===== config.mk =====
export PLATFORM = sky130hd
export DESIGN_NAME = mte_queue
export DESIGN_NICKNAME = d
export VERILOG_FILES = /design/src/rtl/core/mte_pkg.sv /design/src/rtl/core/mte_queue.sv
export SDC_FILE = /design/constraint.sdc
export NUM_CORES = 1
export LEC_CHECK = 0
export ABC_AREA = 1
export BUFFER_PORTS_ARGS = -buffer_cell sky130_fd_sc_hd__buf_2
export CORE_ASPECT_RATIO = 1.5
export CORE_UTILIZATION = 56
export CTS_CLUSTER_SIZE = 28
export DETAILED_ROUTE_END_ITERATION = 7
export PLACE_DENSITY = 0.93
export SYNTH_ARGS = -nofsm -noshare
export SYNTH_HDL_FRONTEND = slang
export SYNTH_SLANG_ARGS = --single-unit

===== constraint.sdc =====
create_clock -name clk -period 7.95 [get_ports clk]
set_input_delay 0.795 -clock clk [delete_from_list [all_inputs] [get_ports clk]]
set_output_delay 0.795 -clock clk [all_outputs]
set_load 0.01 [all_outputs]

===== src/rtl/core/mte_pkg.sv =====
// shared types, constants and byte tables for the midi track event encoder
// no dependencies
package mte_pkg;

  localparam int TICK_BITS_DEF = 28;
  localparam int TICK_W        = 28;  // width of the tick field on the port
  localparam int VLQ_BITS      = 28;  // four 7-bit groups
  localparam int IDX_W         = 5;   // byte index within one transaction's output

  // command codes
  localparam logic [1:0] CMD_NOTE = 2'd0;
  localparam logic [1:0] CMD_PRE  = 2'd1;
  localparam logic [1:0] CMD_END  = 2'd2;

  localparam logic [7:0] STATUS_ON  = 8'h90;
  localparam logic [7:0] STATUS_OFF = 8'h80;

  localparam logic [IDX_W-1:0] PRE_LAST = IDX_W'(26);
  localparam logic [IDX_W-1:0] END_LAST = IDX_W'(3);

  // one classified item waiting for the byte emitter
  typedef struct packed {
    logic [1:0]          cmd;
    logic [VLQ_BITS-1:0] delta;
    logic [1:0]          vlq_hi;  // number of vlq bytes minus one
    logic                note_on;
    logic [6:0]          pitch;
    logic [6:0]          velocity;
    logic                err;
  } job_t;

  function automatic logic [7:0] pre_byte(input logic [IDX_W-1:0] idx);
    logic [7:0] b;
    case (idx)
      5'd1, 5'd5, 5'd13, 5'd17, 5'd21: b = 8'hB0;
      5'd2:    b = 8'h0A;
      5'd3:    b = 8'h40;
      5'd6:    b = 8'h07;
      5'd7:    b = 8'h64;
      5'd9:    b = 8'hE0;
      5'd11:   b = 8'h40;
      5'd14:   b = 8'h65;
      5'd18:   b = 8'h64;
      5'd22:   b = 8'h06;
      5'd23:   b = 8'h0C;
      5'd25:   b = 8'hC0;
      default: b = 8'h00;
    endcase
    return b;
  endfunction

  function automatic logic [7:0] end_byte(input logic [1:0] idx);
    logic [7:0] b;
    case (idx)
      2'd1:    b = 8'hFF;
      2'd2:    b = 8'h2F;
      default: b = 8'h00;
    endcase
    return b;
  endfunction

endpackage


===== src/rtl/core/mte_queue.sv =====
// two-entry queue of classified jobs between front end and byte emitter
// depends on mte_pkg
module mte_queue
  import mte_pkg::*;
(
  input  logic clk,
  input  logic rst_n,
  input  logic push,
  input  job_t push_job,
  output logic full,
  output logic q_valid,
  output job_t q_job,
  input  logic pop
);

  job_t       mem_r [2];
  logic       wr_ptr_r, wr_ptr_nxt;
  logic       rd_ptr_r, rd_ptr_nxt;
  logic [1:0] count_r, count_nxt;

  assign full    = (count_r == 2'd2);
  assign q_valid = (count_r != 2'd0);
  assign q_job   = mem_r[rd_ptr_r];

  always_comb begin
    wr_ptr_nxt = wr_ptr_r;
    rd_ptr_nxt = rd_ptr_r;
    count_nxt  = count_r;
    if (push) begin
      wr_ptr_nxt = !wr_ptr_r;
    end
    if (pop) begin
      rd_ptr_nxt = !rd_ptr_r;
    end
    if (push && !pop) begin
      count_nxt = count_r + 2'd1;
    end else if (pop && !push) begin
      count_nxt = count_r - 2'd1;
    end
  end

  always_ff @(posedge clk) begin
    if (push) begin
      mem_r[wr_ptr_r] <= push_job;
    end
  end

  always_ff @(posedge clk) begin
    if (!rst_n) begin
      wr_ptr_r <= 1'b0;
      rd_ptr_r <= 1'b0;
      count_r  <= 2'd0;
    end else begin
      wr_ptr_r <= wr_ptr_nxt;
      rd_ptr_r <= rd_ptr_nxt;
      count_r  <= count_nxt;
    end
  end

endmodule


Word level (Yosys, flattened, before mapping). Memory sizes are Yosys's and may differ from the RTL's. A register that Yosys moved wholly into a read port is not among the register bits. Index checks and enable logic that the tools add are counted.

Bits in read-only memories: 0. Latch bits: 0. Input port bits: 52. Word-level logic and storage cells: 21. Register bits after elaboration: 4. Memories: 1. Output and inout bits: 50. Memory bits (writable): 96.

Order comparisons: 0. Divide/modulo/power cells: 0. Mux-type cells: 6. Multipliers: 0. Equal/unequal tests: 1. Add/subtract/negate cells: 2. Reductions and logical operators: 8. Shift-type cells: 0. Bitwise logic cells: 0.

Memories: mem_r (words 2, width 48, read ports 1, clocked after Yosys merged registers in 1, write ports 1, RTL line mte_queue.sv:16) `job_t mem_r [2];`.

Operator list (count): $logic_not 1->1 (4); $mux 1 (4); $mux 2 (2); $reduce_bool 2->1 (2); $add 2x1->2 const B (1); $eq 2x2->1 const B (1); $logic_and 1x1->1 (2); $sub 2x1->2 const B (1).

Longest topological paths before layout.
Depth in word-level cells: 4. Depth in mapped cells: 8.

Least setup slack after synthesis. Ideal clock, no wire load.

Path kind: in2reg. From: input push. To: memory mem_r[0][0] in the netlist's numbering, enable pin. Required time: 7495 ps. Stages: 2. Path buffers: 0. Path slack: 4644 ps. Arrival: 2852 ps. Path through: inv_1 -> nor2_1.

Longest elaborated chain between the ends: 2.

Ends and longest elaborated chain: start, declared (RTL line mte_queue.sv:8) `input logic push,`; $mux 1 (RTL line mte_queue.sv:43) `if (push) begin`; $mux 1 (not written as such) (RTL line mte_queue.sv:44) `mem_r[wr_ptr_r] <= push_job;`; end, declared (RTL line mte_queue.sv:16).

Every way passes these cells.

==> run_results.csv <==
group,metric,value,unit
finish,multi_input_area,721,um2
placement,gp_congestion,0.693,
global_route,grt.total_usage,17.5,%
hold_path,whs_path_depth,2,
setup_path,cp_max_fo,38,
pwr,ir_drop,170,uV
detailed_routing,drc,0,
detailed_routing,routed_wl,5730,um
setup_path,crit_type,"reg -> out",
yosys,synth_seq_area_share,79.1,%
detailed_routing,first_pass_iters,4,
yosys,ys_seq_elements,101,
clock_tree,clk_latency,350,ps
sta,relSlewSlack,31.5,%
clock_tree,root_buffer,"clkbuf_8",
sta,finalClockSkew,8.90,ps
detailed_routing,vias,1923,
global_route,grt_start_max_net_pins,49,
finish,synthToLayoutAreaGrowth,20.5,%
detailed_routing,drt_iter0_markers,101,
setup_path,r2r_cells,2,
yosys,synth_area,3770,um2
yosys,syn_area_per_cell,20.5,um2
clock_tree,cts.sinks,101,
die,start_util,58.1,%
yosys,ys_types,14,
yosys,synth.area.top_cells,"edfxtp_1, mux2_2, mux2_4, dfxtp_1, nand2_1",
setup_path,required,7150,ps
global_route,grt-ovfl-total,0,
finish,seq_area,2980,um2
placement,hpwl,3920,um
yosys,synthesis.nets,237,
clock_tree,clk_pin_slew,90,ps
pwr,power.leakage,0.00179,uW
clock_tree,postCtsHoldBufs,0,
yosys,synth_top_area_share,76.5,%
detailed_routing,wl_per_cell,15.3,um
pwr,internal_power,814,uW
finish,n_antenna_cell,0,
die,num_rows,36,
finish,final_common_cell,"buf_2",
placement,pre_cts_ws,5490,ps
pwr,power.net_switching,222,uW
pwr,p_seq_share,60.2,%
yosys,yosys_warnings,0,
clock_tree,tritoncts,"built",
sta,setup_slack,5140,ps
setup_path,r2r_start,"wr_ptr_r",
run_status,status,"complete, no violations",
sta,final_max_slew_viol_count,0,
die,die_h,102,um
yosys,synthCells,184,
sta,period_needed,2810,ps
sta,finalHoldViolations,0,
setup_path,rrSetupSlack,6290,ps
die,ios,102,
setup_path,endpoint_kind,"primary output",
detailed_routing,vias_per_cell,5.14,
pwr,p_comb_share,10.7,%
setup_path,worst_r2r_endpoint,"mem_r[0][18]",
hold_path,min_path_type,"reg -> reg",
sta,finalSetupViolCount,0,
finish,nets,346,
die,die_width,69.0,um
setup_path,start_kind,"flop",
sta,setup_tns,0,ps
die,coreArea,6490,um2
clock_tree,h-tree-depth,3,
placement,portBuffers,101,
sta,tightestPinTransition,1030,ps
hold_path,worstHoldStart,"rd_ptr_r",
hold_path,hold_end,"rd_ptr_r",
pwr,pwr-share-clk,29.1,%
die,die_area,7070,um2
finish,final_cell_mix,"buf_2, edfxtp_1, mux2_2",
global_route,antenna_found_initial,1,
finish,final.fill_count,445,
pwr,netSwitchingFraction,21.4,%
global_route,grt_first_pass_wirelength,8290,um
clock_tree,clock_tree.buffer_depth,2,
clock_tree,post_cts_resized,0,
finish,drive_above_1_share,56.7,%
setup_path,crit_arrival,2010,ps
sta,fmax,0.356,GHz
sta,rsz0062_at_grt,"false",
global_route,grt_pass1_vias,1806,
pwr,power.density,228,nW/um2
clock_tree,cts_setup_buffers,0,
detailed_routing,ant_nets,0,
yosys,post-synth-top-area-cell,"edfxtp_1",
clock_tree,numCtsBuffers,9,
flow_run,maxCapViolCount,0,
sta,fin_crit_sh,35.3,%
## worst max-delay path by stage
| stage | start | endpoint | slack (ps) | cells past startpoint |
|---|---|---|---|---|
| after detailed placement | flop | q_job[47] | 5490 | 3 |
| after global routing | flop | q_job[10] | 5030 | 3 |
| after CTS | flop | q_job[10] | 5090 | 3 |
| after floorplan | push | mem_r[0][0] | 4640 | 2 |
| after global placement | flop | q_job[47] | 5520 | 3 |
| final | flop | q_job[5] | 5140 | 3 |
## synth_stat cells
| cell | n |
|---|---|
| edfxtp_1 | 96 |
| mux2_2 | 28 |
| mux2_4 | 20 |
| nand2_1 | 9 |
| inv_1 | 8 |
| nor2_1 | 8 |
| dfxtp_1 | 5 |
| buf_6 | 3 |
| buf_2 | 2 |
| a21oi_1 | 1 |
| ha_1 | 1 |
| nand3_1 | 1 |
| nand4_1 | 1 |
| o21ai_0 | 1 |
## final cells by class
cell class	instances	share of cell area, %
well taps	76	2.09
repair buffers	103	11.5
multi-input cells	70	15.9
inverters	8	0.661
flip-flops and latches	101	65.7
clock buffers	10	2.81
clock inverters	6	1.40
## sequential cells by signal, summed over array words and instances, names as in the netlist, named ones only
register / cells
mem_r: 96
wr_ptr_r: 1
count_r: 2
rd_ptr_r: 1
## through the flow
stage | instance area [um2] | instances | hold slack (ps) | utilization (%) | power [uW]
after floorplan | 3770 | 184 | 463 | - | 701
after global placement | 4350 | 358 | 478 | 67.1 | 742
after detailed placement | 4350 | 358 | 494 | 67.1 | 748
after CTS | 4540 | 374 | 519 | 70.0 | 1050
after global routing | 4540 | 374 | 581 | 70.0 | 1080
final | 4540 | 374 | 513 | 70.0 | 1040
## power groups by stage
stage	sequential, uW	combinational [uW]	clock, uW
2_1_floorplan	632	69.0	0
3_3_place_gp	633	108	0
3_5_place_dp	636	112	0
4_1_cts	624	113	312
5_1_grt	626	121	328
6_report	623	111	301
## metal layers
layer	track usage [%]	part of all wire, %	vias up
met2	29.4	55	68
li1	-	-	918
met1	18.6	36	919
met3	5.64	6.0	16
met5	0	0.17	-
met4	10.5	2.3	2
## worst max-delay path, cell delays in order (launching register included)
cell,delay (ps)
dfxtp_2,540
buf_4,530
mux2_2,410
buf_2,140
## cells by family (layout without fill, tap and decap cells)
kind of cell / after synthesis / count (layout) / synth area share, %
compound gates: 2 / 2 / 0.265
fa+ha+maj: 1 / 1 / 0.332
buf+inv: 13 / 127 / 1.96
flops: 101 / 101 / 79.1
mux: 48 / 48 / 16.3
simple gates: 19 / 19 / 1.99
No activity file was read; power rests on OpenSTA's default activity.
