===== config.mk =====
export PLATFORM = sky130hd
export DESIGN_NAME = mte_front
export DESIGN_NICKNAME = d
export VERILOG_FILES = /design/src/rtl/core/mte_pkg.sv /design/src/rtl/core/mte_front.sv
export SDC_FILE = /design/constraint.sdc
export NUM_CORES = 1
export LEC_CHECK = 0
export ABC_CLOCK_PERIOD_IN_PS = 5450
export CAP_MARGIN = 40
export CORE_UTILIZATION = 45
export CTS_BUF_LIST = sky130_fd_sc_hd__clkbuf_8
export CTS_CLUSTER_DIAMETER = 40
export DETAILED_ROUTE_END_ITERATION = 8
export DONT_BUFFER_PORTS = 1
export PLACE_DENSITY = 0.59
export SETUP_SLACK_MARGIN = 0.5
export SYNTH_ARGS = -nofsm -noshare
export SYNTH_HDL_FRONTEND = slang
export SYNTH_SLANG_ARGS = --single-unit

===== constraint.sdc =====
create_clock -name clk -period 5.45 [get_ports clk]
set_input_delay 1.635 -clock clk [delete_from_list [all_inputs] [get_ports clk]]
set_output_delay 1.635 -clock clk [all_outputs]
set_load 0.05 [all_outputs]

===== src/rtl/core/mte_pkg.sv =====
// shared types, constants and byte tables for the midi track event encoder
// no dependencies
package mte_pkg;

  localparam int TICK_BITS_DEF = 28;
  localparam int TICK_W        = 28;  // width of the tick field on the port
  localparam int VLQ_BITS      = 28;  // four 7-bit groups
  localparam int IDX_W         = 5;   // byte index within one transaction's output

  // command codes
  localparam logic [1:0] CMD_NOTE = 2'd0;
  localparam logic [1:0] CMD_PRE  = 2'd1;
  localparam logic [1:0] CMD_END  = 2'd2;

  localparam logic [7:0] STATUS_ON  = 8'h90;
  localparam logic [7:0] STATUS_OFF = 8'h80;

  localparam logic [IDX_W-1:0] PRE_LAST = IDX_W'(26);
  localparam logic [IDX_W-1:0] END_LAST = IDX_W'(3);

  // one classified item waiting for the byte emitter
  typedef struct packed {
    logic [1:0]          cmd;
    logic [VLQ_BITS-1:0] delta;
    logic [1:0]          vlq_hi;  // number of vlq bytes minus one
    logic                note_on;
    logic [6:0]          pitch;
    logic [6:0]          velocity;
    logic                err;
  } job_t;

  function automatic logic [7:0] pre_byte(input logic [IDX_W-1:0] idx);
    logic [7:0] b;
    case (idx)
      5'd1, 5'd5, 5'd13, 5'd17, 5'd21: b = 8'hB0;
      5'd2:    b = 8'h0A;
      5'd3:    b = 8'h40;
      5'd6:    b = 8'h07;
      5'd7:    b = 8'h64;
      5'd9:    b = 8'hE0;
      5'd11:   b = 8'h40;
      5'd14:   b = 8'h65;
      5'd18:   b = 8'h64;
      5'd22:   b = 8'h06;
      5'd23:   b = 8'h0C;
      5'd25:   b = 8'hC0;
      default: b = 8'h00;
    endcase
    return b;
  endfunction

  function automatic logic [7:0] end_byte(input logic [1:0] idx);
    logic [7:0] b;
    case (idx)
      2'd1:    b = 8'hFF;
      2'd2:    b = 8'h2F;
      default: b = 8'h00;
    endcase
    return b;
  endfunction

endpackage


===== src/rtl/core/mte_front.sv =====
// front end: accepts events, forms the tick delta and vlq length, keeps previous tick
// depends on mte_pkg
module mte_front
  import mte_pkg::*;
#(
  parameter int TICK_BITS = TICK_BITS_DEF
) (
  input  logic              clk,
  input  logic              rst_n,
  input  logic              in_valid,
  output logic              in_ready,
  input  logic [1:0]        in_cmd,
  input  logic [TICK_W-1:0] in_tick,
  input  logic              in_note_on,
  input  logic [6:0]        in_pitch,
  input  logic [6:0]        in_velocity,
  input  logic              q_full,
  output logic              push,
  output job_t              push_job
);

  logic [TICK_BITS-1:0] prev_tick_r, prev_tick_nxt;
  logic [TICK_BITS-1:0] tick_m;
  logic [TICK_BITS-1:0] delta;
  logic [VLQ_BITS-1:0]  delta_ext;
  logic                 err;
  logic                 accept;

  assign in_ready = !q_full;
  assign accept   = in_valid && !q_full;
  assign tick_m   = in_tick[TICK_BITS-1:0];
  assign err      = (in_cmd == CMD_NOTE) && (tick_m < prev_tick_r);
  assign delta    = err ? '0 : tick_m - prev_tick_r;
  assign delta_ext = VLQ_BITS'(delta);

  // unused command code is swallowed without output
  assign push = accept && (in_cmd == CMD_NOTE || in_cmd == CMD_PRE || in_cmd == CMD_END);

  always_comb begin
    push_job.cmd      = in_cmd;
    push_job.delta    = delta_ext;
    push_job.note_on  = in_note_on;
    push_job.pitch    = in_pitch;
    push_job.velocity = in_velocity;
    push_job.err      = err;
    if (delta_ext[27:21] != 7'd0) begin
      push_job.vlq_hi = 2'd3;
    end else if (delta_ext[20:14] != 7'd0) begin
      push_job.vlq_hi = 2'd2;
    end else if (delta_ext[13:7] != 7'd0) begin
      push_job.vlq_hi = 2'd1;
    end else begin
      push_job.vlq_hi = 2'd0;
    end
  end

  always_comb begin
    prev_tick_nxt = prev_tick_r;
    if (accept) begin
      if (in_cmd == CMD_NOTE && !err) begin
        prev_tick_nxt = tick_m;
      end else if (in_cmd == CMD_END) begin
        prev_tick_nxt = '0;
      end
    end
  end

  always_ff @(posedge clk) begin
    if (!rst_n) begin
      prev_tick_r <= '0;
    end else begin
      prev_tick_r <= prev_tick_nxt;
    end
  end

endmodule


Word level (Yosys, flattened, before mapping)
Index checks and enable logic that the tools add are counted.
{ "totals": {"regBits": 28, "output_inout_bits": 50} }
{ "classes": {"n_addsub": 1, "magnitude_cmp": 1, "eq_ne": 2, "mux": 6, "reduce_logical": 14} }
{ "op_table": {"columns": ["operator", "n"], "rows": [
  ["2-to-1 mux 28 bit", 3],
  ["less-than comparator 28 bit", 1],
  ["subtractor 28 bit", 1],
  ["nonzero test 7 bit", 3],
  ["logical AND 1 bit", 4],
  ["2-to-1 mux 2 bit", 2],
  ["equality test 2 x 1 -> 1 bit, second input constant", 1],
  ["equality test 2 bit, second input constant", 1],
  ["logical NOT 1 bit", 2],
  ["logical NOT 2 bit", 1],
  ["logical OR 1 bit", 2],
  ["AND reduction 2 bit", 1],
  ["nonzero test 2 bit", 1],
  ["2-to-1 mux 1 bit", 1]
]} }

Logic depth before layout (Yosys ltp)
{ "logic_depth": {"depth_word": 7, "depth_mapped": 14, "mapped_depth_nobuf": 12} }

Worst setup path before layout
OpenSTA, ideal clock, no wires.
{ "synth_path": {"path_kind": "input port to output port", "from": "in in_tick[0]", "to": "out push_job[20] in the netlist's numbering", "arrival_ns": 4.604, "required_time_ns": 3.815, "slack_ns": -0.789, "path_stages": 12, "path_buffers": 1, "cell_sequence": "inv_1 ha_1 fa_1 nor2b_1 o211ai_1 a21o_1 a31oi_2 o211ai_1 a21oi_2 nor3_1 clkbuf_1 nor3_1"} }
{ "synth_rtl": {"columns": ["element", "line", "text"], "rows": [
  ["start, declared", "mte_front.sv:13", "input logic [TICK_W-1:0] in_tick,"],
  ["end, declared", "mte_front.sv:19", "output job_t push_job"]
]} }

==> key figures <==
CTS
  – Clk sinks: 28
  – Clock-pin slew on the worst setup and hold paths: 0.11 ns
  – Clock root buffer: clkbuf_8
  – TritonCTS clock tree: built
  – CTS Buffer Depth: 2
  – Hold-fix buffers, CTS: 0
  – Number of H-tree branching levels: 1
  – Clk Latency, worst-skew pair: around 0.29 ns
  – TritonCTS Buffers: 3

Yosys
  – Unique masters post-synth: 52
  – Synth area leader: dfxtp_1
  – Synth Area per Inst: 7.566 µm²
  – Syn_nets: approximately 460
  – Number of synthesized flops with an enable pin: 0
  – Seq/Total Area, Yosys: about a fifth
  – Register bit count reported by yosys: 28
  – Synthesized area: around 2900 µm²
  – Async set-reset flop share out of synthesis: 0%
  – Share of the synthesized area in the top cell type: about a fifth
  – Synth area leaders: dfxtp_1 (19%), ha_1 (12%), a22o_1 (8.4%), nor2_1 (5.4%), a21oi_1 (5.0%)
  – Ys flop type: dfxtp_1
  – Syn. warnings: 0
  – Post-Syn Instances: between 300 and 400

Placed design
  – Routability cong.: between 0.8 and 0.9
  – Port Buffer Count: 0
  – Pre-CTS WS: -0.3521 ns
  – DP Wirelength: between 7 and 8 mm

Setup path
  – Critical path class: in -> out
  – Worst Path Max Fanout: 4
  – Crit path DAT: ~4.2 ns
  – Nature of the critical path startpoint: input pin
  – Required time of the critical path: roughly 3.8 ns
  – Critical Path End Type: output pin

STA
  – Slew at the pin closest to its max-slew limit: ~0.44 ns
  – Final Hold Viols: 0
  – Final min period: between 5 and 6 ns
  – Post-route setup slack: -0.4119 ns
  – Final Cycle Share: 107.6%
  – Achievable frequency: 170.6 MHz
  – RSZ-0062 raised after global routing: true
  – Max Slew Vio Count: 0
  – Skew final: about 0.011 ns
  – Count of final setup violators: 30
  – Max_slew headroom: slightly above 70%

Finish
  – Nets@finish: roughly 580
  – Diode count: 0
  – Largest registers: prev_tick_r: 28 flops
  – Largest Register: prev_tick_r
  – Layout cells sized above 1: between 40% and 50%
  – Layout Utilization: around 80%
  – Max FFs per register: 28
  – P&R area growth vs syn: 66.97%
  – Fill cell total of the finished layout: 426

GRT
  – Antenna violations before repair: 0
  – Largest net degree at the start of global routing: 29
  – First-pass GRT wire length: roughly 14 mm
  – GRT Util Overall: a little over a quarter
  – Congestion Overflow GR: 0
  – Vias in the first global route: between 3000 and 4000

Floorplan
  – Initial Util: about 48%
  – Die Y: 82.56 µm
  – Ports: 99
  – # rows: 28
  – Core Box Area: roughly 6100 µm²
  – Horiz. Die Dim: between 80 and 90 µm
  – Die Area: 6815 µm²

Drt
  – Via count: 3269
  – DRT Wirelength: around 9.0 mm
  – Final routed DRC violation total: 0
  – DR WL/cell: 15.74 µm
  – Final ANT Viol Nets: 0
  – Initial DRC count: 146
  – DRT Pass-1 Iters: 5
  – Number of vias per cell: 5.725

Run
  – Maximum capacitance violations: 0

Pwr
  – Maximum VDD drop: around 150 µV
  – Pwr per Cell Area: 206.0 nW/µm²
  – Leakage: a little over 2 nW

Status
  – Failing checks: setup timing
  – Outcome: finished with violations

Min path
  – Min-Delay Path Class: reg -> reg
## synth_stat cells (6+ instances only)
library cell / n
nor2_1: 42
inv_1: 35
a21oi_1: 29
a22o_1: 28
dfxtp_1: 28
ha_1: 28
nand2_1: 23
o21ai_0: 23
buf_4: 18
xnor2_1: 13
a21o_1: 8
and3_1: 8
xor2_1: 8
a31oi_1: 6
nand3_1: 6
nor3_1: 6
## worst paths after layout
kind,startpoint,to,slack [ns],cells past startpoint
max,in_tick[0],push_job[16],-0.41,14
min,prev_tick_r[18],prev_tick_r[18],0.49,1
max reg2reg,prev_tick_r[11],prev_tick_r[25],2.26,15
min reg2reg,prev_tick_r[18],prev_tick_r[18],0.49,1
## logic make-up after synthesis
family,after synthesis,synth area share [%]
compound gates,127,30.21
simple gates,113,18.89
buf+inv,67,11.95
fa+ha+maj,29,12.68
flops,28,19.19
xor+xnor,21,6.298
mux,1,0.7712
## power breakdown
group,switching [mW],internal [mW]
sequential,0.00183,0.208
combinational,0.315,0.304
clock,0.0773,0.0986
## worst max-delay path: stages
cell       delay (ns)
clkinv_16        0.02
ha_4             0.12
fa_2             0.22
nor2b_4          0.05
o211ai_1         0.25
a21o_1           0.27
a31oi_1          0.14
or3_4            0.39
a222oi_1         0.31
buf_4            0.18
nand3_1          0.07
a41o_1           0.24
a31oi_4          0.18
buf_12           0.16
## timing repair
item | in CTS | in global routing
gates resized for setup | 33 | 7
setup endpoints to repair | 31 | 31
hold endpoints to repair | 0 | 0
pin swaps | 20 | 11
gates cloned | 0 | 0
setup buffers | 16 | 2
## area by class of cell
class | count | area, µm² | share of cell area [%]
timing repair buffer | 138 | 1491 | 30.59
clock inverter | 1 | 30.03 | 0.6159
clock buffer | 3 | 41.29 | 0.8468
inverter | 35 | 157.7 | 3.233
multi-input combinational | 291 | 2501 | 51.30
sequential | 28 | 560.5 | 11.50
tap | 75 | 93.84 | 1.925
## layer usage
metal  up-vias  global-route usage (%)  routed length [µm]
met1      1557                   33.90                4009
li1       1595                       -                   -
met3        18                   3.187                 477
met2        99                   47.60                4353
met4         0                   7.241                 148
met5         -                       0                   0
## through the flow
stage | instance area, µm² | TNS (ns) | total power [mW] | cells | hold WS [ns]
finish | 4876 | -3.069 | 1.004 | 571 | 0.4899
global route | 4876 | -7.433 | 1.048 | 571 | 0.5074
CTS | 4832 | -2.857 | 0.9989 | 569 | 0.4945
detailed placement | 4456 | -5.735 | 0.7960 | 549 | 0.4635
global placement | 4456 | -4.728 | 0.7884 | 549 | 0.4615
floorplan | 3293 | -0.5429 | 0.5712 | 386 | 0.4491
## cell usage in the layout, fill, tap and decap left out, types with 4 or more instances in the layout
cell and count:
a21oi_2 5, o21ai_1 6, buf_12 34, o21a_1 5, dfxtp_1 28, buf_6 6
xor2_1 8, ha_1 21, and3b_2 4, a21o_1 8, nand3_1 6, o21ai_0 16
xnor2_1 11, a22o_1 28, ha_4 7, nand4_1 5, a21oi_1 24, nand2_1 22
inv_1 34, nand2b_1 4, buf_4 97, nor2_4 23, nor2_1 18, and3_1 8
No activity file was read; power rests on OpenSTA's default activity.
