$ cat config.mk
export PLATFORM = sky130hd
export DESIGN_NAME = mte_back
export DESIGN_NICKNAME = d
export VERILOG_FILES = /design/src/rtl/core/mte_pkg.sv /design/src/rtl/core/mte_back.sv
export SDC_FILE = /design/constraint.sdc
export NUM_CORES = 1
export LEC_CHECK = 0
export BUFFER_PORTS_ARGS = -buffer_cell sky130_fd_sc_hd__buf_2
export CELL_PAD_IN_SITES_DETAIL_PLACEMENT = 1
export CELL_PAD_IN_SITES_GLOBAL_PLACEMENT = 1
export CORE_AREA = 2 2 79 81
export DETAILED_ROUTE_END_ITERATION = 12
export DIE_AREA = 0 0 81 83
export PLACE_DENSITY_LB_ADDON = 0.2
export SYNTH_ARGS = -nofsm -noshare
export SYNTH_HDL_FRONTEND = slang
export SYNTH_SLANG_ARGS = --single-unit
export TNS_END_PERCENT = 50
$ cat constraint.sdc
create_clock -name clk -period 4.24 [get_ports clk]
set_input_delay 0 -clock clk [delete_from_list [all_inputs] [get_ports clk]]
set_output_delay 0 -clock clk [all_outputs]
set_load 0.005 [all_outputs]
$ cat src/rtl/core/mte_pkg.sv
// shared types, constants and byte tables for the midi track event encoder
// no dependencies
package mte_pkg;

  localparam int TICK_BITS_DEF = 28;
  localparam int TICK_W        = 28;  // width of the tick field on the port
  localparam int VLQ_BITS      = 28;  // four 7-bit groups
  localparam int IDX_W         = 5;   // byte index within one transaction's output

  // command codes
  localparam logic [1:0] CMD_NOTE = 2'd0;
  localparam logic [1:0] CMD_PRE  = 2'd1;
  localparam logic [1:0] CMD_END  = 2'd2;

  localparam logic [7:0] STATUS_ON  = 8'h90;
  localparam logic [7:0] STATUS_OFF = 8'h80;

  localparam logic [IDX_W-1:0] PRE_LAST = IDX_W'(26);
  localparam logic [IDX_W-1:0] END_LAST = IDX_W'(3);

  // one classified item waiting for the byte emitter
  typedef struct packed {
    logic [1:0]          cmd;
    logic [VLQ_BITS-1:0] delta;
    logic [1:0]          vlq_hi;  // number of vlq bytes minus one
    logic                note_on;
    logic [6:0]          pitch;
    logic [6:0]          velocity;
    logic                err;
  } job_t;

  function automatic logic [7:0] pre_byte(input logic [IDX_W-1:0] idx);
    logic [7:0] b;
    case (idx)
      5'd1, 5'd5, 5'd13, 5'd17, 5'd21: b = 8'hB0;
      5'd2:    b = 8'h0A;
      5'd3:    b = 8'h40;
      5'd6:    b = 8'h07;
      5'd7:    b = 8'h64;
      5'd9:    b = 8'hE0;
      5'd11:   b = 8'h40;
      5'd14:   b = 8'h65;
      5'd18:   b = 8'h64;
      5'd22:   b = 8'h06;
      5'd23:   b = 8'h0C;
      5'd25:   b = 8'hC0;
      default: b = 8'h00;
    endcase
    return b;
  endfunction

  function automatic logic [7:0] end_byte(input logic [1:0] idx);
    logic [7:0] b;
    case (idx)
      2'd1:    b = 8'hFF;
      2'd2:    b = 8'h2F;
      default: b = 8'h00;
    endcase
    return b;
  endfunction

endpackage

$ cat src/rtl/core/mte_back.sv
// byte emitter: walks the head job into the output register one byte per cycle,
// unless out_ready stalls it; depends on mte_pkg
module mte_back
  import mte_pkg::*;
(
  input  logic       clk,
  input  logic       rst_n,
  input  logic       q_valid,
  input  job_t       q_job,
  output logic       pop,
  output logic       out_valid,
  input  logic       out_ready,
  output logic [7:0] out_byte_out,
  output logic       out_last,
  output logic       out_order_error
);

  logic [IDX_W-1:0] idx_r, idx_nxt;
  logic             valid_r, valid_nxt;
  logic [7:0]       byte_r;
  logic             last_r;
  logic             err_r;
  logic             advance;
  logic [7:0]       cur_byte;
  logic             cur_last;
  logic [IDX_W-1:0] vlq_hi_ext;
  logic [IDX_W-1:0] off;
  logic [1:0]       grp;
  logic [6:0]       grp_bits;

  assign advance    = q_valid && (!valid_r || out_ready);
  assign vlq_hi_ext = IDX_W'(q_job.vlq_hi);
  assign off        = idx_r - vlq_hi_ext;  // 1 status, 2 pitch, 3 velocity
  assign grp        = q_job.vlq_hi - idx_r[1:0];

  always_comb begin
    case (grp)
      2'd0:    grp_bits = q_job.delta[6:0];
      2'd1:    grp_bits = q_job.delta[13:7];
      2'd2:    grp_bits = q_job.delta[20:14];
      default: grp_bits = q_job.delta[27:21];
    endcase
  end

  always_comb begin
    cur_byte = 8'h00;
    cur_last = 1'b0;
    case (q_job.cmd)
      CMD_NOTE: begin
        if (idx_r <= vlq_hi_ext) begin
          // continuation bit on every vlq byte but the final one
          cur_byte = {(idx_r != vlq_hi_ext), grp_bits};
        end else if (off == IDX_W'(1)) begin
          cur_byte = q_job.note_on ? STATUS_ON : STATUS_OFF;
        end else if (off == IDX_W'(2)) begin
          cur_byte = {1'b0, q_job.pitch};
        end else begin
          cur_byte = {1'b0, q_job.velocity};
          cur_last = 1'b1;
        end
      end
      CMD_PRE: begin
        cur_byte = pre_byte(idx_r);
        cur_last = (idx_r == PRE_LAST);
      end
      CMD_END: begin
        cur_byte = end_byte(idx_r[1:0]);
        cur_last = (idx_r == END_LAST);
      end
      default: begin
        cur_byte = 8'h00;
        cur_last = 1'b1;
      end
    endcase
  end

  assign pop = advance && cur_last;

  always_comb begin
    idx_nxt   = idx_r;
    valid_nxt = valid_r;
    if (advance) begin
      idx_nxt   = cur_last ? '0 : idx_r + IDX_W'(1);
      valid_nxt = 1'b1;
    end else if (out_ready) begin
      valid_nxt = 1'b0;
    end
  end

  always_ff @(posedge clk) begin
    if (advance) begin
      byte_r <= cur_byte;
      last_r <= cur_last;
      err_r  <= (q_job.cmd == CMD_NOTE) && q_job.err;
    end
  end

  always_ff @(posedge clk) begin
    if (!rst_n) begin
      idx_r   <= '0;
      valid_r <= 1'b0;
    end else begin
      idx_r   <= idx_nxt;
      valid_r <= valid_nxt;
    end
  end

  assign out_valid       = valid_r;
  assign out_byte_out    = byte_r;
  assign out_last        = last_r;
  assign out_order_error = err_r;

endmodule

* Yosys cells after proc, flatten, opt, wreduce, memory -nomap -nowiden *
Memory sizes are Yosys's and may differ from the RTL's. A register that Yosys moved wholly into a read port is not among the register bits.
Cells that the tools add are included.
W data, S select, Z words.

storage, ports and cells
  bits of input ports = 52
  register bits = 16
  word-level logic and storage cells = 45
  ROM bits = 256
  memories = 1

memory list
  memory           depth  width  rd ports  clocked after Yosys merged registers in  wr ports  line           source
  (no name shown)  32     8      1         1                                        0         mte_pkg.sv:34  case (idx)

cells by class
  magnitude comparators = 1
  reductions and logical operators = 8
  equality and inequality tests = 11
  multiplexer cells = 16
  add/sub/neg operators = 3

operator list
  operator               number
  $pmux W8 S3            1
  $pmux W7 S3            1
  $mux W5                4
  $mux W8                2
  $pmux W8 S2            1
  $eq A5 B2 Y1 const B   2
  $mux W7                1
  $eq A2 B1 Y1 const B   3
  $eq A2 B2 Y1 const B   3
  $add A5 B1 Y5 const B  1
  $eq A5 B1 Y1 const B   1
  $eq A5 B5 Y1 const B   1
  $le A5 B2 Y1           1
  $mux W1                5
  $ne A5 B2 Y1           1
  $sub A5 B2 Y5          1
  $logic_not A2 Y1       2
  $logic_and A1 B1 Y1    3
  $pmux W1 S3            1
  $reduce_bool A2 Y1     1
  $sub A2 B2 Y2          1
  $logic_not A1 Y1       1
  $logic_or A1 B1 Y1     1

* Logic depth before layout (Yosys ltp) *
Gate-level depths: netlist (run 1).

  depth after elaboration = 9
  depth in mapped cells = 18

* Least setup slack after synthesis (run 1) *
No wires, ideal clock.

  path kind = register to register
  from = register idx_r[0]
  to = register with a tool-made name
  cell stages (with the launch flop) = 17
  clock period less this slack = 3.980 ns
  setup slack = 0.260 ns
  path buffers = 2
  arrival = 3.863 ns
  library setup time = 0.117 ns
  path through = dfxtp_1 buf_2 inv_1 ha_1 inv_1 fa_1 or2_2 a21oi_1 o31ai_4 a221o_1 buf_2 nor2b_1 inv_1 ha_1 or2_2 a32o_1 a32o_1

RTL lines
  item                    line             source
  from (decl)             mte_back.sv:18   logic [IDX_W-1:0] idx_r, idx_nxt;
  from (signal assigned)  mte_back.sv:103  idx_r <= idx_nxt;

==> results.txt, run 1 <==
P_leak - 1.06 nW
Synthesis Warnings - 0
Ports - 64
CP required - 4410 ps
Worst relative slew slack - 0.532
Post-synth top area share - 0.155
Worst R2R Path Depth - 16
Layout cells sized above 1 - 0.305
Top-count cell post-synth - nand2_1
Synth area leaders - edfxtp_1 15%, dfxtp_1 14%, ha_1 9.7%
Overall routed net length - 6000 um
Largest net degree at the start of global routing - 15
Slowest CP cell - fa_1
CTS Buf Count - 3
Area Overhead vs Synth - 24.0%
Dpl hpwl - 4960 um
Setup TNS - 0 ps
# fillers - 737
Fmax - 258 MHz
Reg2Reg Launch Point - idx_r[0]
Crit path time final - 3870 ps
Peak supply drop - 105 uV
CP Data Arrival Time - 4040 ps
Global-route wire length before repair - 9880 um
Die X - 81 um
Root Driver - clkbuf_8
Clock Skew - 4.27 ps
Top_reg_cell synth - dfxtp_1
Hold slack - 5.19 ps
Core area - 0.00582 mm2
Post_cts resized - 0
Nets - 348
CTS tree - done
Register area share after synthesis - 0.299
Grt total ovfl - 0
Crit-path leading delay family - compound AO/OA/AOI/OAI gates
Setup crit start - idx_r[0]
Startpoint types - flip-flop
Crit end category - flip-flop
Die area - 0.00672 mm2
R2r setup slk - 370 ps
Diode count - 0
Row count - 28
Hold path start - rst_n
Post-synthesis register bit count - 24
Max Slew Vio Count - 0
Initial antenna violation count - 0
# hold bufs at CTS - 0
Post-synthesis net count - 285
Initial core utilization - 0.334
Cell taking the most area after synthesis - edfxtp_1
DR vias - 1897
Vias in the first global route - 2017
HP Class - in2reg
Synthesized cell area - 0.00194 mm2
Final period util - 0.913
Routed length per instance - 16.9 um
Max clock buf depth - 2
Buffers and inverters on the worst path - 3
Hold depth - 2
Port buffer count - 63
# DRC - 0
Non-Filler Instances - 354
Final ANT Viol Nets - 0
Crit Path Category - reg2reg
Initial DRC Count - 56
Clk Latency, worst-skew pair - 270 ps
GRT Overall Usage - 0.186
Distinct cell type count after synthesis - 57
Async set-reset flop share out of synthesis - 0
Pwr dens - 274 mW/mm2
Routed vias/inst - 5.36
Slew of the pin with the lowest slew margin - 700 ps
Critical path cell sequence - inv_1 -> ha_1 -> inv_1 -> fa_1 -> or2_2 -> a21oi_1 -> o31ai_4 -> a221o_1 -> nor2b_1 -> inv_1 -> ha_1 -> nor2_1 -> o21ai_0 -> a21o_1 -> a32o_1 -> a32o_1
Fin. Hold Viols - 0
Cells after Synth - 217
CTS H-tree depth - 1
Final setup violation count - 0
Most common library cells after synthesis - 24 x nand2_1, 20 x inv_1, 17 x nor2_1
Outcome - completed
Top cell by count, worst path - inv_1
Clk sinks - 24
Number of max-cap violations - 0
Max FO, Critical Path - 8
Number of synthesized flops with an enable pin - 10
Post-Place Cells - 350
Setup bufs post-CTS - 0
Syn avg cell area - 8.95 um2
Die height - 83 um
First-pass DRT Iterations - 4
Crit-path max cell delay - 510 ps
GP Congestion - 0.772
Clk slew on worst S/H paths - 100 ps
RSZ-0062 raised after global routing - no
## worst max path at each step
stage | endpoint | slack (ps) | cells after the start
after floorplan | flip-flop | 260 | 16
final | flip-flop | 370 | 16
after CTS | flip-flop | 350 | 16
after global placement | flip-flop | 470 | 16
after global routing | flip-flop | 80 | 15
after detailed placement | flip-flop | 380 | 16
## layout make-up
class,count,area (um2),share of cell area
Tap cell,75,93.8,0.0390
Sequential cell,24,581,0.241
Multi-Input combinational cell,163,1240,0.516
Timing Repair Buffer,67,345,0.143
Inverter,21,78.8,0.0327
Clock buffer,4,66.3,0.0275
## stage by stage
step	worst slack [ps]	total power, mW	instance area (um2)	util
2_1_floorplan	260	0.407	1940	-
3_3_place_gp	472	0.477	2340	0.403
3_5_place_dp	383	0.482	2340	0.403
4_1_cts	350	0.667	2410	0.414
5_1_grt	76.0	0.698	2410	0.414
6_report	370	0.660	2410	0.414
## worst register-to-register path, cell delays in order, from the launching register on
cell	delay (ps)
dfxtp_1	320
inv_1	90
ha_1	210
inv_1	70
fa_1	510
or2_2	340
a21oi_1	210
o31ai_4	170
a221o_1	350
nor2b_1	300
inv_1	110
ha_1	260
nor2_1	110
o21ai_0	80
a21o_1	160
a32o_1	220
a32o_1	250
## cell usage in the layout, fill, tap and decap left out, drive strengths merged, types with 3 or more instances in the layout
master and n:
nand2 24, buf 67, clkbuf 4, ha 15, nor2b 5, nor2 17, a21oi 9, inv 20
xnor2 4, or2 3, o21ai 9, nand3 8, edfxtp 10, nor3 4, mux4 7, a211oi 4
a221oi 5, dfxtp 14
## metal layers
metal	vias to the layer above	global-route usage	share of wire
met2	45	0.325	0.51
met3	11	0.0272	0.045
met5	-	0	0
met4	0	0.0570	0.020
li1	927	-	-
met1	914	0.230	0.43
## kinds of logic after synthesis
family	share of synthesized area
buf+inv	0.0606
compound gates	0.224
simple gates	0.190
mux	0.0973
xor+xnor	0.0226
flops	0.299
fa+ha+maj	0.107
## where the power goes
part	switching [mW]	total, mW	leakage [nW]	internal (mW)
clock	0.0824	0.185	0.0339	0.103
combinational	0.111	0.210	0.812	0.0986
sequential	0.00572	0.265	0.215	0.259
total	0.199	0.660	1.06	0.461
No activity file was read; power rests on OpenSTA's default activity.
==> run 2: changes to the inputs <==
--- a/config.mk
+++ b/config.mk
@@ -8,9 +8,9 @@
 export BUFFER_PORTS_ARGS = -buffer_cell sky130_fd_sc_hd__buf_2
 export CELL_PAD_IN_SITES_DETAIL_PLACEMENT = 1
 export CELL_PAD_IN_SITES_GLOBAL_PLACEMENT = 1
-export CORE_AREA = 2 2 79 81
+export CORE_AREA = 2 2 76 78
 export DETAILED_ROUTE_END_ITERATION = 12
-export DIE_AREA = 0 0 81 83
+export DIE_AREA = 0 0 78 80
 export PLACE_DENSITY_LB_ADDON = 0.2
 export SYNTH_ARGS = -nofsm -noshare
 export SYNTH_HDL_FRONTEND = slang
==> constraint.sdc (replaced) <==
create_clock -name clk -period 3.8 [get_ports clk]
set_input_delay 0 -clock clk [delete_from_list [all_inputs] [get_ports clk]]
set_output_delay 0 -clock clk [all_outputs]
set_load 0.005 [all_outputs]
==> run 2 against run 1 <==
Net effect: register-to-register slack got worse by 200 ps; combinational power is 17% higher; setup slack lost 200 ps; largest power group unchanged; highest routed layer unchanged.
==> results.txt, run 2 (synthesis gave the netlist of run 1 again) <==
Outcome - completed
Nets - 351 (+0.86%)
HP Class - in2reg
Final ANT Viol Nets - 0 (unchanged)
Routed length per instance - 17.1 um (+1.1%)
DR vias - 1928 (+1.6%)
CTS Buf Count - 3 (unchanged)
Fmax - 276 MHz (+6.8%)
Port buffer count - 63 (unchanged)
Most frequent cells in the layout - 63 x buf_2, 24 x nand2_1, 20 x inv_1
Global-route wire length before repair - 10100 um (+2.1%)
Max FO, Critical Path - 5 (-3)
Worst R2R Path Depth - 16 (unchanged)
Clk slew on worst S/H paths - 100 ps (about the same)
Die height - 80 um (-3.6%)
Hold slack - 4.16 ps (-1.03 ps)
Slew of the pin with the lowest slew margin - 780 ps (+80.2 ps)
Row count - 27 (-3.6%)
Grt total ovfl - 0 (unchanged)
Overall Power - 771 uW (+17%)
Diode count - 0 (unchanged)
Ports - 64 (unchanged)
Final setup violation count - 0 (unchanged)
GP Congestion - 0.834 (+8.0%)
Buffers and inverters on the worst path - 3 (unchanged)
Root Driver - clkbuf_8
Core area - 0.00541 mm2 (-7.1%)
Non-Filler Instances - 354 (unchanged)
Area Overhead vs Synth - 26.1%
Worst relative slew slack - 0.478 (-0.0537)
CTS H-tree depth - 1 (unchanged)
Post-Place Cells - 348 (-0.57%)
Layout cells sized above 1 - 0.326 (+0.0216)
Crit Path Category - reg2reg
Top cell by count, worst path - inv_1
Fin. Hold Viols - 0 (unchanged)
Critical path cell sequence - inv_1 -> ha_2 -> inv_1 -> fa_1 -> or2_2 -> a21oi_2 -> o31ai_4 -> a221o_1 -> nor2b_4 -> inv_1 -> ha_1 -> nor2_1 -> o21ai_0 -> a21o_1 -> a32o_1 -> a32o_1
Pwr dens - 315 mW/mm2 (+15%)
P_leak - 1.08 nW (+1.6%)
Clock Skew - 9.11 ps (+4.84 ps)
Clk sinks - 24 (unchanged)
CTS tree - done
Vias in the first global route - 2020 (+0.15%)
CP Data Arrival Time - 3800 ps (-240 ps)
# fillers - 665 (-9.8%)
Die area - 0.00624 mm2 (-7.2%)
Slowest CP cell - fa_1
Max clock buf depth - 2 (unchanged)
Dpl hpwl - 4910 um (-1.0%)
Area after DPL - 0.00236 mm2 (+0.64%)
Core Util, Final - 0.453 (+0.0389)
Initial DRC Count - 46 (-18%)
Levels on crit path - 16 (unchanged)
Setup crit start - idx_r[0]
RSZ-0062 raised after global routing - no
Final Instance Area - 0.00245 mm2 (+1.7%)
Number of max-cap violations - 0 (unchanged)
Crit end category - flip-flop
Crit path time final - 3630 ps (-245 ps)
Clk Latency, worst-skew pair - 270 ps (about the same)
# DRC - 0 (unchanged)
Crit-path leading delay family - compound AO/OA/AOI/OAI gates
First-pass DRT Iterations - 4 (unchanged)
Setup TNS - 0 ps (unchanged)
Die X - 78 um (-3.7%)
DP Worst Slack - 154 ps (-229 ps)
Initial core utilization - 0.359 (+0.0254)
Routed vias/inst - 5.45 (+1.6%)
R2r setup slk - 170 ps (-200 ps)
GRT Overall Usage - 0.206 (+0.0200)
Final WS setup - 175 ps (-195 ps)
Initial antenna violation count - 0 (unchanged)
CP required - 3980 ps (-430 ps)
Max Slew Vio Count - 0 (unchanged)
Commonest non-fill, non-tap cell in the layout - buf_2
Largest net degree at the start of global routing - 15 (unchanged)
Startpoint types - flip-flop
Peak supply drop - 167 uV (+59%)
Overall routed net length - 6060 um (+1.1%)
Final period util - 0.954 (+0.0413)
Crit-path max cell delay - 490 ps (-20 ps)
Reg2Reg Launch Point - idx_r[0]
## run 2: per-layer routing
metal	wire length [um]	up-vias	GRT usage
met5	0	-	0
met4	134	0	0.0684
li1	-	929	-
met1	2650	943	0.243
met2	3060	44	0.376
met3	217	12	0.0351
## run 2: worst min path at each step
stage | slack, ps | end | cells after the start | from
2_1_floorplan | 120 | out_valid | 2 | q_valid
3_3_place_gp | 280 | flip-flop | 2 | rst_n
3_5_place_dp | 290 | flip-flop | 2 | rst_n
4_1_cts | 3 | flip-flop | 2 | rst_n
5_1_grt | 20 | out_order_error | 2 | q_job[0]
6_report | 4 | flip-flop | 2 | rst_n
## run 2: report_power, final
part | internal (mW) | total, mW | switching, mW
clock network | 0.141 | 0.230 | 0.0895
registers | 0.289 | 0.295 | 0.00599
logic | 0.115 | 0.245 | 0.130
total | 0.546 | 0.771 | 0.226
## run 2: area by class of cell
| cell class | count | area, um2 | share of cell area |
|---|---|---|---|
| flip-flops and latches | 24 | 581 | 0.237 |
| inverters | 21 | 78.8 | 0.0322 |
| multi-input cells | 163 | 1260 | 0.515 |
| clock buffers | 3 | 41.3 | 0.0169 |
| repair buffers | 70 | 368 | 0.150 |
| clock inverters | 1 | 30.0 | 0.0123 |
| well taps | 72 | 90.1 | 0.0368 |
## run 2: timing repair
action	CTS	global route
setup endpoints to repair	0	1
hold buffers	0	0
resized for setup	0	2
setup buffers	0	2
